==> src/hdl/statement_completeness_checker_core_assert.svh <==
// ----------------------------------------------------------------------------
// statement completeness checker assertion macros
// shared forms for the concurrent checks of the core and its scanner
// ----------------------------------------------------------------------------
`ifndef STATEMENT_COMPLETENESS_CHECKER_CORE_ASSERT_SVH
`define STATEMENT_COMPLETENESS_CHECKER_CORE_ASSERT_SVH

// consequent holds in the same cycle as the antecedent
`define SCC_ASSERT_NOW(label, ante, cons, msg) \
    label: assert property (@(posedge aclk) disable iff (!aresetn) (ante) |-> (cons)) \
        else $error(msg);

// consequent holds in the cycle after the antecedent
`define SCC_ASSERT_NEXT(label, ante, cons, msg) \
    label: assert property (@(posedge aclk) disable iff (!aresetn) (ante) |=> (cons)) \
        else $error(msg);

`endif

==> src/hdl/scc_pkg.sv <==
// ----------------------------------------------------------------------------
// scc_pkg
// shared constants and types of the statement completeness checker
// ----------------------------------------------------------------------------
`timescale 1ns / 1ps
`default_nettype none

package scc_pkg;

    localparam int DEPTH_BITS_DEF = 16;

    localparam logic [7:0] CHR_NUL    = 8'h00;
    localparam logic [7:0] CHR_LF     = 8'h0a;
    localparam logic [7:0] CHR_CR     = 8'h0d;
    localparam logic [7:0] CHR_SPACE  = 8'h20;
    localparam logic [7:0] CHR_DQUOTE = 8'h22;
    localparam logic [7:0] CHR_SQUOTE = 8'h27;
    localparam logic [7:0] CHR_LPAREN = 8'h28;
    localparam logic [7:0] CHR_RPAREN = 8'h29;
    localparam logic [7:0] CHR_COLON  = 8'h3a;
    localparam logic [7:0] CHR_BSLASH = 8'h5c;

    typedef enum logic [1:0] {
        WHY_COMPLETE    = 2'd0,
        WHY_OPEN_GROUP  = 2'd1,
        WHY_TRAIL_COLON = 2'd2,
        WHY_OPEN_BLOCK  = 2'd3
    } why_t;

    typedef struct packed {
        logic complete;
        why_t why;
    } verdict_t;

endpackage

`default_nettype wire

==> src/hdl/scc_scan.sv <==
// ----------------------------------------------------------------------------
// scc_scan
// per-byte state update for quotes, parentheses, colon and indentation,
// and the verdict formed from that state when the buffer ends
// ----------------------------------------------------------------------------
`timescale 1ns / 1ps
`default_nettype none

`include "statement_completeness_checker_core_assert.svh"

module scc_scan
    import scc_pkg::*;
#(
    parameter int DEPTH_BITS = DEPTH_BITS_DEF
) (
    input  wire logic       aclk,
    input  wire logic       aresetn,
    input  wire logic       step,
    input  wire logic [7:0] text_byte,
    output verdict_t        verdict
);

    localparam logic [DEPTH_BITS-1:0] DEPTH_MAX = {1'b0, {(DEPTH_BITS-1){1'b1}}};
    localparam logic [DEPTH_BITS-1:0] DEPTH_MIN = {1'b1, {(DEPTH_BITS-1){1'b0}}};
    localparam logic [DEPTH_BITS-1:0] DEPTH_ONE = {{(DEPTH_BITS-1){1'b0}}, 1'b1};

    logic [DEPTH_BITS-1:0] paren_depth_reg, paren_depth_next;
    logic in_quote_reg, in_quote_next;
    logic quote_dq_reg, quote_dq_next;
    logic escape_reg, escape_next;
    logic colon_reg, colon_next;
    logic line_start_reg, line_start_next;
    logic line_ind_reg, line_ind_next;
    logic last_ind_reg, last_ind_next;
    logic saw_ind_reg, saw_ind_next;

    logic terminator;
    logic depth_open;

    assign terminator = (text_byte == CHR_NUL);
    assign depth_open = !paren_depth_reg[DEPTH_BITS-1] && (paren_depth_reg != '0);

    always_comb begin
        if (depth_open || in_quote_reg) begin
            verdict.why = WHY_OPEN_GROUP;
        end else if (colon_reg) begin
            verdict.why = WHY_TRAIL_COLON;
        end else if (saw_ind_reg && last_ind_reg) begin
            verdict.why = WHY_OPEN_BLOCK;
        end else begin
            verdict.why = WHY_COMPLETE;
        end
        verdict.complete = (verdict.why == WHY_COMPLETE);
    end

    // quote and parenthesis tracking
    always_comb begin
        paren_depth_next = paren_depth_reg;
        in_quote_next    = in_quote_reg;
        quote_dq_next    = quote_dq_reg;
        escape_next      = escape_reg;
        if (in_quote_reg) begin
            if (escape_reg) begin
                escape_next = 1'b0;
            end else if (text_byte == CHR_BSLASH) begin
                escape_next = 1'b1;
            end else if ((quote_dq_reg && text_byte == CHR_DQUOTE) ||
                         (!quote_dq_reg && text_byte == CHR_SQUOTE)) begin
                in_quote_next = 1'b0;
            end
        end else if (text_byte == CHR_DQUOTE || text_byte == CHR_SQUOTE) begin
            in_quote_next = 1'b1;
            quote_dq_next = (text_byte == CHR_DQUOTE);
        end else if (text_byte == CHR_LPAREN) begin
            if (paren_depth_reg != DEPTH_MAX) begin
                paren_depth_next = paren_depth_reg + DEPTH_ONE;
            end
        end else if (text_byte == CHR_RPAREN) begin
            if (paren_depth_reg != DEPTH_MIN) begin
                paren_depth_next = paren_depth_reg - DEPTH_ONE;
            end
        end
    end

    // last significant byte
    always_comb begin
        colon_next = colon_reg;
        if (text_byte != CHR_SPACE && text_byte != CHR_LF && text_byte != CHR_CR) begin
            colon_next = (text_byte == CHR_COLON);
        end
    end

    // indentation, blank lines leave it untouched
    always_comb begin
        line_start_next = line_start_reg;
        line_ind_next   = line_ind_reg;
        last_ind_next   = last_ind_reg;
        saw_ind_next    = saw_ind_reg;
        if (line_start_reg) begin
            if (text_byte == CHR_SPACE) begin
                line_ind_next = 1'b1;
            end else if (text_byte == CHR_LF) begin
                line_ind_next = 1'b0;
            end else begin
                line_start_next = 1'b0;
            end
        end else if (text_byte == CHR_LF) begin
            saw_ind_next    = saw_ind_reg | line_ind_reg;
            last_ind_next   = line_ind_reg;
            line_ind_next   = 1'b0;
            line_start_next = 1'b1;
        end
    end

    always_ff @(posedge aclk) begin
        if (!aresetn || (step && terminator)) begin
            paren_depth_reg <= '0;
            in_quote_reg    <= 1'b0;
            quote_dq_reg    <= 1'b0;
            escape_reg      <= 1'b0;
            colon_reg       <= 1'b0;
            line_start_reg  <= 1'b1;
            line_ind_reg    <= 1'b0;
            last_ind_reg    <= 1'b0;
            saw_ind_reg     <= 1'b0;
        end else if (step) begin
            paren_depth_reg <= paren_depth_next;
            in_quote_reg    <= in_quote_next;
            quote_dq_reg    <= quote_dq_next;
            escape_reg      <= escape_next;
            colon_reg       <= colon_next;
            line_start_reg  <= line_start_next;
            line_ind_reg    <= line_ind_next;
            last_ind_reg    <= last_ind_next;
            saw_ind_reg     <= saw_ind_next;
        end
    end

    `SCC_ASSERT_NOW(a_escape_in_quote, escape_reg, in_quote_reg,
        "escape pending outside a quote")
    `SCC_ASSERT_NEXT(a_clear_on_end, step && terminator,
        paren_depth_reg == '0 && !in_quote_reg && !colon_reg && line_start_reg && !saw_ind_reg,
        "state not cleared after end of buffer")
    `SCC_ASSERT_NEXT(a_depth_frozen_in_quote, step && !terminator && in_quote_reg,
        $stable(paren_depth_reg), "parenthesis depth moved inside a quote")

endmodule

`default_nettype wire

==> src/hdl/statement_completeness_checker_core.sv <==
// ----------------------------------------------------------------------------
// statement_completeness_checker_core
// streams source bytes and reports on each zero byte whether the buffered
// statement is complete
//
//   channel | dir | ports                                   | moves
//   --------+-----+-----------------------------------------+-----------------
//   s_      | in  | s_valid s_ready s_text_byte             | one byte
//   m_      | out | m_valid m_ready m_complete m_why_incomplete | one verdict
//
// one byte per cycle; a byte passes an input register and the scanner, and
// the verdict of a zero byte is captured in the result register and shown on m_.
// reset clears all scanner state and empties both registers.
// only a zero byte waits, and only while the result register is still held.
// ----------------------------------------------------------------------------
`timescale 1ns / 1ps
`default_nettype none

`include "statement_completeness_checker_core_assert.svh"

module statement_completeness_checker_core
    import scc_pkg::*;
#(
    parameter int DEPTH_BITS = DEPTH_BITS_DEF
) (
    input  wire logic       aclk,
    input  wire logic       aresetn,
    input  wire logic       s_valid,
    output logic            s_ready,
    input  wire logic [7:0] s_text_byte,
    output logic            m_valid,
    input  wire logic       m_ready,
    output logic            m_complete,
    output logic [1:0]      m_why_incomplete
);

    logic       in_valid_reg;
    logic [7:0] in_byte_reg;
    logic       out_valid_reg;
    verdict_t   out_verdict_reg;

    verdict_t   verdict;
    logic       in_is_end;
    logic       advance;

    assign in_is_end = (in_byte_reg == CHR_NUL);
    // a zero byte needs room in the result register
    assign advance   = in_valid_reg && (!in_is_end || !out_valid_reg || m_ready);
    assign s_ready   = !in_valid_reg || advance;

    scc_scan #(
        .DEPTH_BITS(DEPTH_BITS)
    ) u_scan (
        .aclk     (aclk),
        .aresetn  (aresetn),
        .step     (advance),
        .text_byte(in_byte_reg),
        .verdict  (verdict)
    );

    always_ff @(posedge aclk) begin
        if (!aresetn) begin
            in_valid_reg <= 1'b0;
        end else if (s_ready) begin
            in_valid_reg <= s_valid;
        end
    end

    always_ff @(posedge aclk) begin
        if (s_ready && s_valid) begin
            in_byte_reg <= s_text_byte;
        end
    end

    always_ff @(posedge aclk) begin
        if (!aresetn) begin
            out_valid_reg <= 1'b0;
        end else if (advance && in_is_end) begin
            out_valid_reg <= 1'b1;
        end else if (m_ready) begin
            out_valid_reg <= 1'b0;
        end
    end

    always_ff @(posedge aclk) begin
        if (advance && in_is_end) begin
            out_verdict_reg <= verdict;
        end
    end

    assign m_valid          = out_valid_reg;
    assign m_complete       = out_verdict_reg.complete;
    assign m_why_incomplete = out_verdict_reg.why;

    `SCC_ASSERT_NEXT(a_end_gives_result, advance && in_is_end, out_valid_reg,
        "end of buffer gave no result")
    `SCC_ASSERT_NOW(a_complete_matches_code, out_valid_reg,
        out_verdict_reg.complete == (out_verdict_reg.why == WHY_COMPLETE),
        "complete flag disagrees with reason code")
    `SCC_ASSERT_NOW(a_stall_only_on_full, !s_ready,
        in_valid_reg && in_is_end && out_valid_reg && !m_ready,
        "input stalled without a held result")

endmodule

`default_nettype wire
==> config.mk <==
export PLATFORM = sky130hd
export DESIGN_NAME = statement_completeness_checker_core
export DESIGN_NICKNAME = d
export VERILOG_FILES = /design/src/hdl/scc_pkg.sv /design/src/hdl/scc_scan.sv /design/src/hdl/statement_completeness_checker_core.sv
export VERILOG_INCLUDE_DIRS = /design/src /design/src/hdl
export SDC_FILE = /design/constraint.sdc
export NUM_CORES = 1
export LEC_CHECK = 0
export BUFFER_PORTS_ARGS = -buffer_cell sky130_fd_sc_hd__buf_2
export CORE_ASPECT_RATIO = 1.25
export CORE_MARGIN = 5
export CORE_UTILIZATION = 48
export DETAILED_ROUTE_END_ITERATION = 8
export MAX_ROUTING_LAYER = met4
export PLACE_DENSITY = 0.67
export SLEW_MARGIN = 20
export SYNTH_ARGS = -nofsm -noshare
export SYNTH_HDL_FRONTEND = slang
export SYNTH_SLANG_ARGS = --single-unit
==> constraint.sdc <==
create_clock -name aclk -period 3.9 [get_ports aclk]
set_input_delay 0.39 -clock aclk [delete_from_list [all_inputs] [get_ports aclk]]
set_output_delay 0.39 -clock aclk [all_outputs]
set_load 0.01 [all_outputs]
==> flow_summary.ini <==
[status]
status = completed

[synth]
synth_adder_area_share = 0.0885
syn_area_per_cell_um2 = 8.66
synth_flop_cell = dfxtp_1
yosysWarnings = 0
synth_compound_area_frac = 0.198
synth_top_family_by_area = simple AND/OR/NAND/NOR gates
muxShareOfSynthArea = 0.0309
ys_ff_latch = 37
async_flop_share = 0
synth-xor-area-share = 0.0299
yosys.area_share.simple = 0.256
syn-num-nets = 299
synthCells = 271
synth_edf_count = 11
yosysSeqAreaShare = 0.362
synth_cell_type_count = 54
synthesis.area_mm2 = 0.00235

[flow_run]
drv_cap = 0

[sta]
fmax_mhz = 280
hold_viol = 0
slew_headroom = 0.416
setup_viol = 0
tightest_slew_ns = 0.874
finalCriticalPeriod_ns = 3.57
finalCritPeriodShare = 0.914
slew_viol_final = 0
rsz0062_at_grt = no
worst_clock_skew_ns = 0.00428
whs_ns = 0.272
setup_tns_ns = 0

[critical_path]
cp_cell_sequence = or4b_4 > nor2_2 > nand2_1 > ha_1 > o211a_1 > a21oi_1 > a211o_1 > and4b_1 > a2111o_1 > a21oi_1
crit_arrival_ns = 3.77
crit_fanout = 16
cp-start-kind = flip-flop
reg2regPathDepth = 10
reg2reg_slack_ns = 0.33
crit_top_cell = a21oi_1
cp.required_ns = 4.10
regToRegEndpoint = u_scan.paren_depth_reg[13]
cpPeakStageDelay_ns = 0.57
timing.rr.start = in_byte_reg[4]
cpMaxStageDelayCell = or4b_4
path_class = reg2reg
endpoint_kind = flip-flop

[hold_path]
hold_depth = 1
holdCritPathClass = in2reg
hold_end = in_byte_reg[7]
hold_start = s_text_byte[7]

[route]
drcViolationCount = 0
vias = 2026
wire_per_inst_um = 14.6
drtIter0Drc = 96
ant_nets = 0
dr.pass1.iters = 4
avgViaCountPerCell = 5.81
drt_wl_total_um = 5110

[global_routing]
antenna_found_initial = 0
grt_max_degree = 23
grt_pass1_vias = 1957
grt_pass1_wl_um = 8690
track_usage = 0.178
overflow = 0

[layout]
layout_common_cells = nand2_1 (40), a21oi_1 (30), dfxtp_1 (26)
nets = 317
diodes = 0
area_growth_pct = 8.32
final_common_cell = nand2_1
largest_register_ff_count = 16
layout-drive-gt1-share = 0.125

[power]
p_clk_frac = 0.360
p_int_mw = 0.549
ir_drop_uv = 218
p_sw_frac = 0.243
total_power_mw = 0.725
switchingPower_mw = 0.176
combPwrFrac = 0.067
leakagePower_nw = 1.03
pwr-share-seq = 0.573
pwr_density_cell_mw_per_mm2 = 285

[floorplan]
dieArea_mm2 = 0.00640
ios = 17
die_height_um = 88.2
start_util = 0.496
die_w_um = 72.5
row_count = 28
core_mm2 = 0.00473

[clocking]
post_cts_buffers = 0
cts_buffer_depth = 2
cts_tree = done
cts.clk_slew.worst_paths_ns = 0.07
clock_latency_ns = 0.29
cts_sinks = 37
post_cts_resized = 0
root_buffer = clkbuf_8
htree_levels = 2
numCtsBuffers = 5
hold_buffers = 0

[placement]
io_buffers = 16
routabilityCongestion = 0.913
dp_hpwl_um = 3910
metal layers:
metal  vias to the layer above  wire length, um  GRT usage
met5                         -                0          -
met3                        11              180     0.0321
met4                         0              135     0.0721
li1                       1038                -          -
met1                       934             2170      0.186
met2                        43             2620      0.326
cell usage after synthesis (3+ instances only):
cell type | number | area (um^2)
nor2_1 | 20 | 75.1
inv_1 | 8 | 30.0
and3_1 | 4 | 25.0
mux2i_1 | 5 | 50.1
nand2_1 | 40 | 150
ha_1 | 15 | 188
a21o_1 | 10 | 75.1
nor4_1 | 8 | 50.1
dfxtp_1 | 26 | 521
nand2b_1 | 3 | 18.8
edfxtp_1 | 11 | 330
nand3_1 | 10 | 50.1
o21ai_0 | 9 | 45.0
nor3_1 | 5 | 25.0
a21oi_2 | 3 | 26.3
and2_1 | 4 | 25.0
a21oi_1 | 30 | 150
xnor2_1 | 6 | 52.6
a211oi_1 | 3 | 22.5
nand4_1 | 6 | 37.5
per-stage QoR:
stage	instances	cell area, um^2	setup slack, ns	utilization
2_1_floorplan	271	2350	0.717	-
3_3_place_gp	342	2460	0.436	0.520
3_5_place_dp	342	2460	0.356	0.520
4_1_cts	349	2540	0.333	0.538
5_1_grt	349	2540	0.0625	0.538
6_report	349	2540	0.335	0.538
power groups by stage:
stage / clock [mW] / sequential, mW / combinational [mW]
CTS: 0.265 / 0.415 / 0.0485
global route: 0.285 / 0.417 / 0.0541
global placement: 0 / 0.424 / 0.0481
floorplan: 0 / 0.421 / 0.0347
detailed placement: 0 / 0.424 / 0.0483
finish: 0.261 / 0.416 / 0.0483
critical path, delay by kind of cell (launching register included):
family / cells / cell delay [ns]
adder cells (fa/ha/maj): 1 / 0.54
AO/OA/AOI/OAI: 5 / 1.18
flip-flops: 1 / 0.45
AND/OR/NAND/NOR: 4 / 1.31
layout make-up:
class	count	area, um^2
flip-flops and latches	37	851
inverters	8	30.0
clock inverters	1	8.76
fillers	442	2190
well taps	60	75.1
multi-input cells	220	1420
clock buffers	6	72.6
repair buffers	17	87.6
how the worst max path moves through the flow:
| stage | startpoint | end | slack [ns] | cells past startpoint |
|---|---|---|---|---|
| global placement | in_byte_reg[4] | u_scan.paren_depth_reg[12] | 0.44 | 10 |
| detailed placement | in_byte_reg[4] | u_scan.paren_depth_reg[12] | 0.36 | 10 |
| floorplan | in_byte_reg[4] | u_scan.paren_depth_reg[12] | 0.72 | 10 |
| global route | in_byte_reg[4] | u_scan.paren_depth_reg[12] | 0.06 | 10 |
| CTS | in_byte_reg[4] | u_scan.paren_depth_reg[12] | 0.33 | 10 |
| finish | in_byte_reg[4] | u_scan.paren_depth_reg[13] | 0.33 | 10 |
logic make-up after synthesis:
kind of cell,after synthesis
mux,7
fa+ha+maj,16
compound gates,72
simple gates,117
buf+inv,14
xor+xnor,8
flops,37
(Power assumes the default switching activity.)
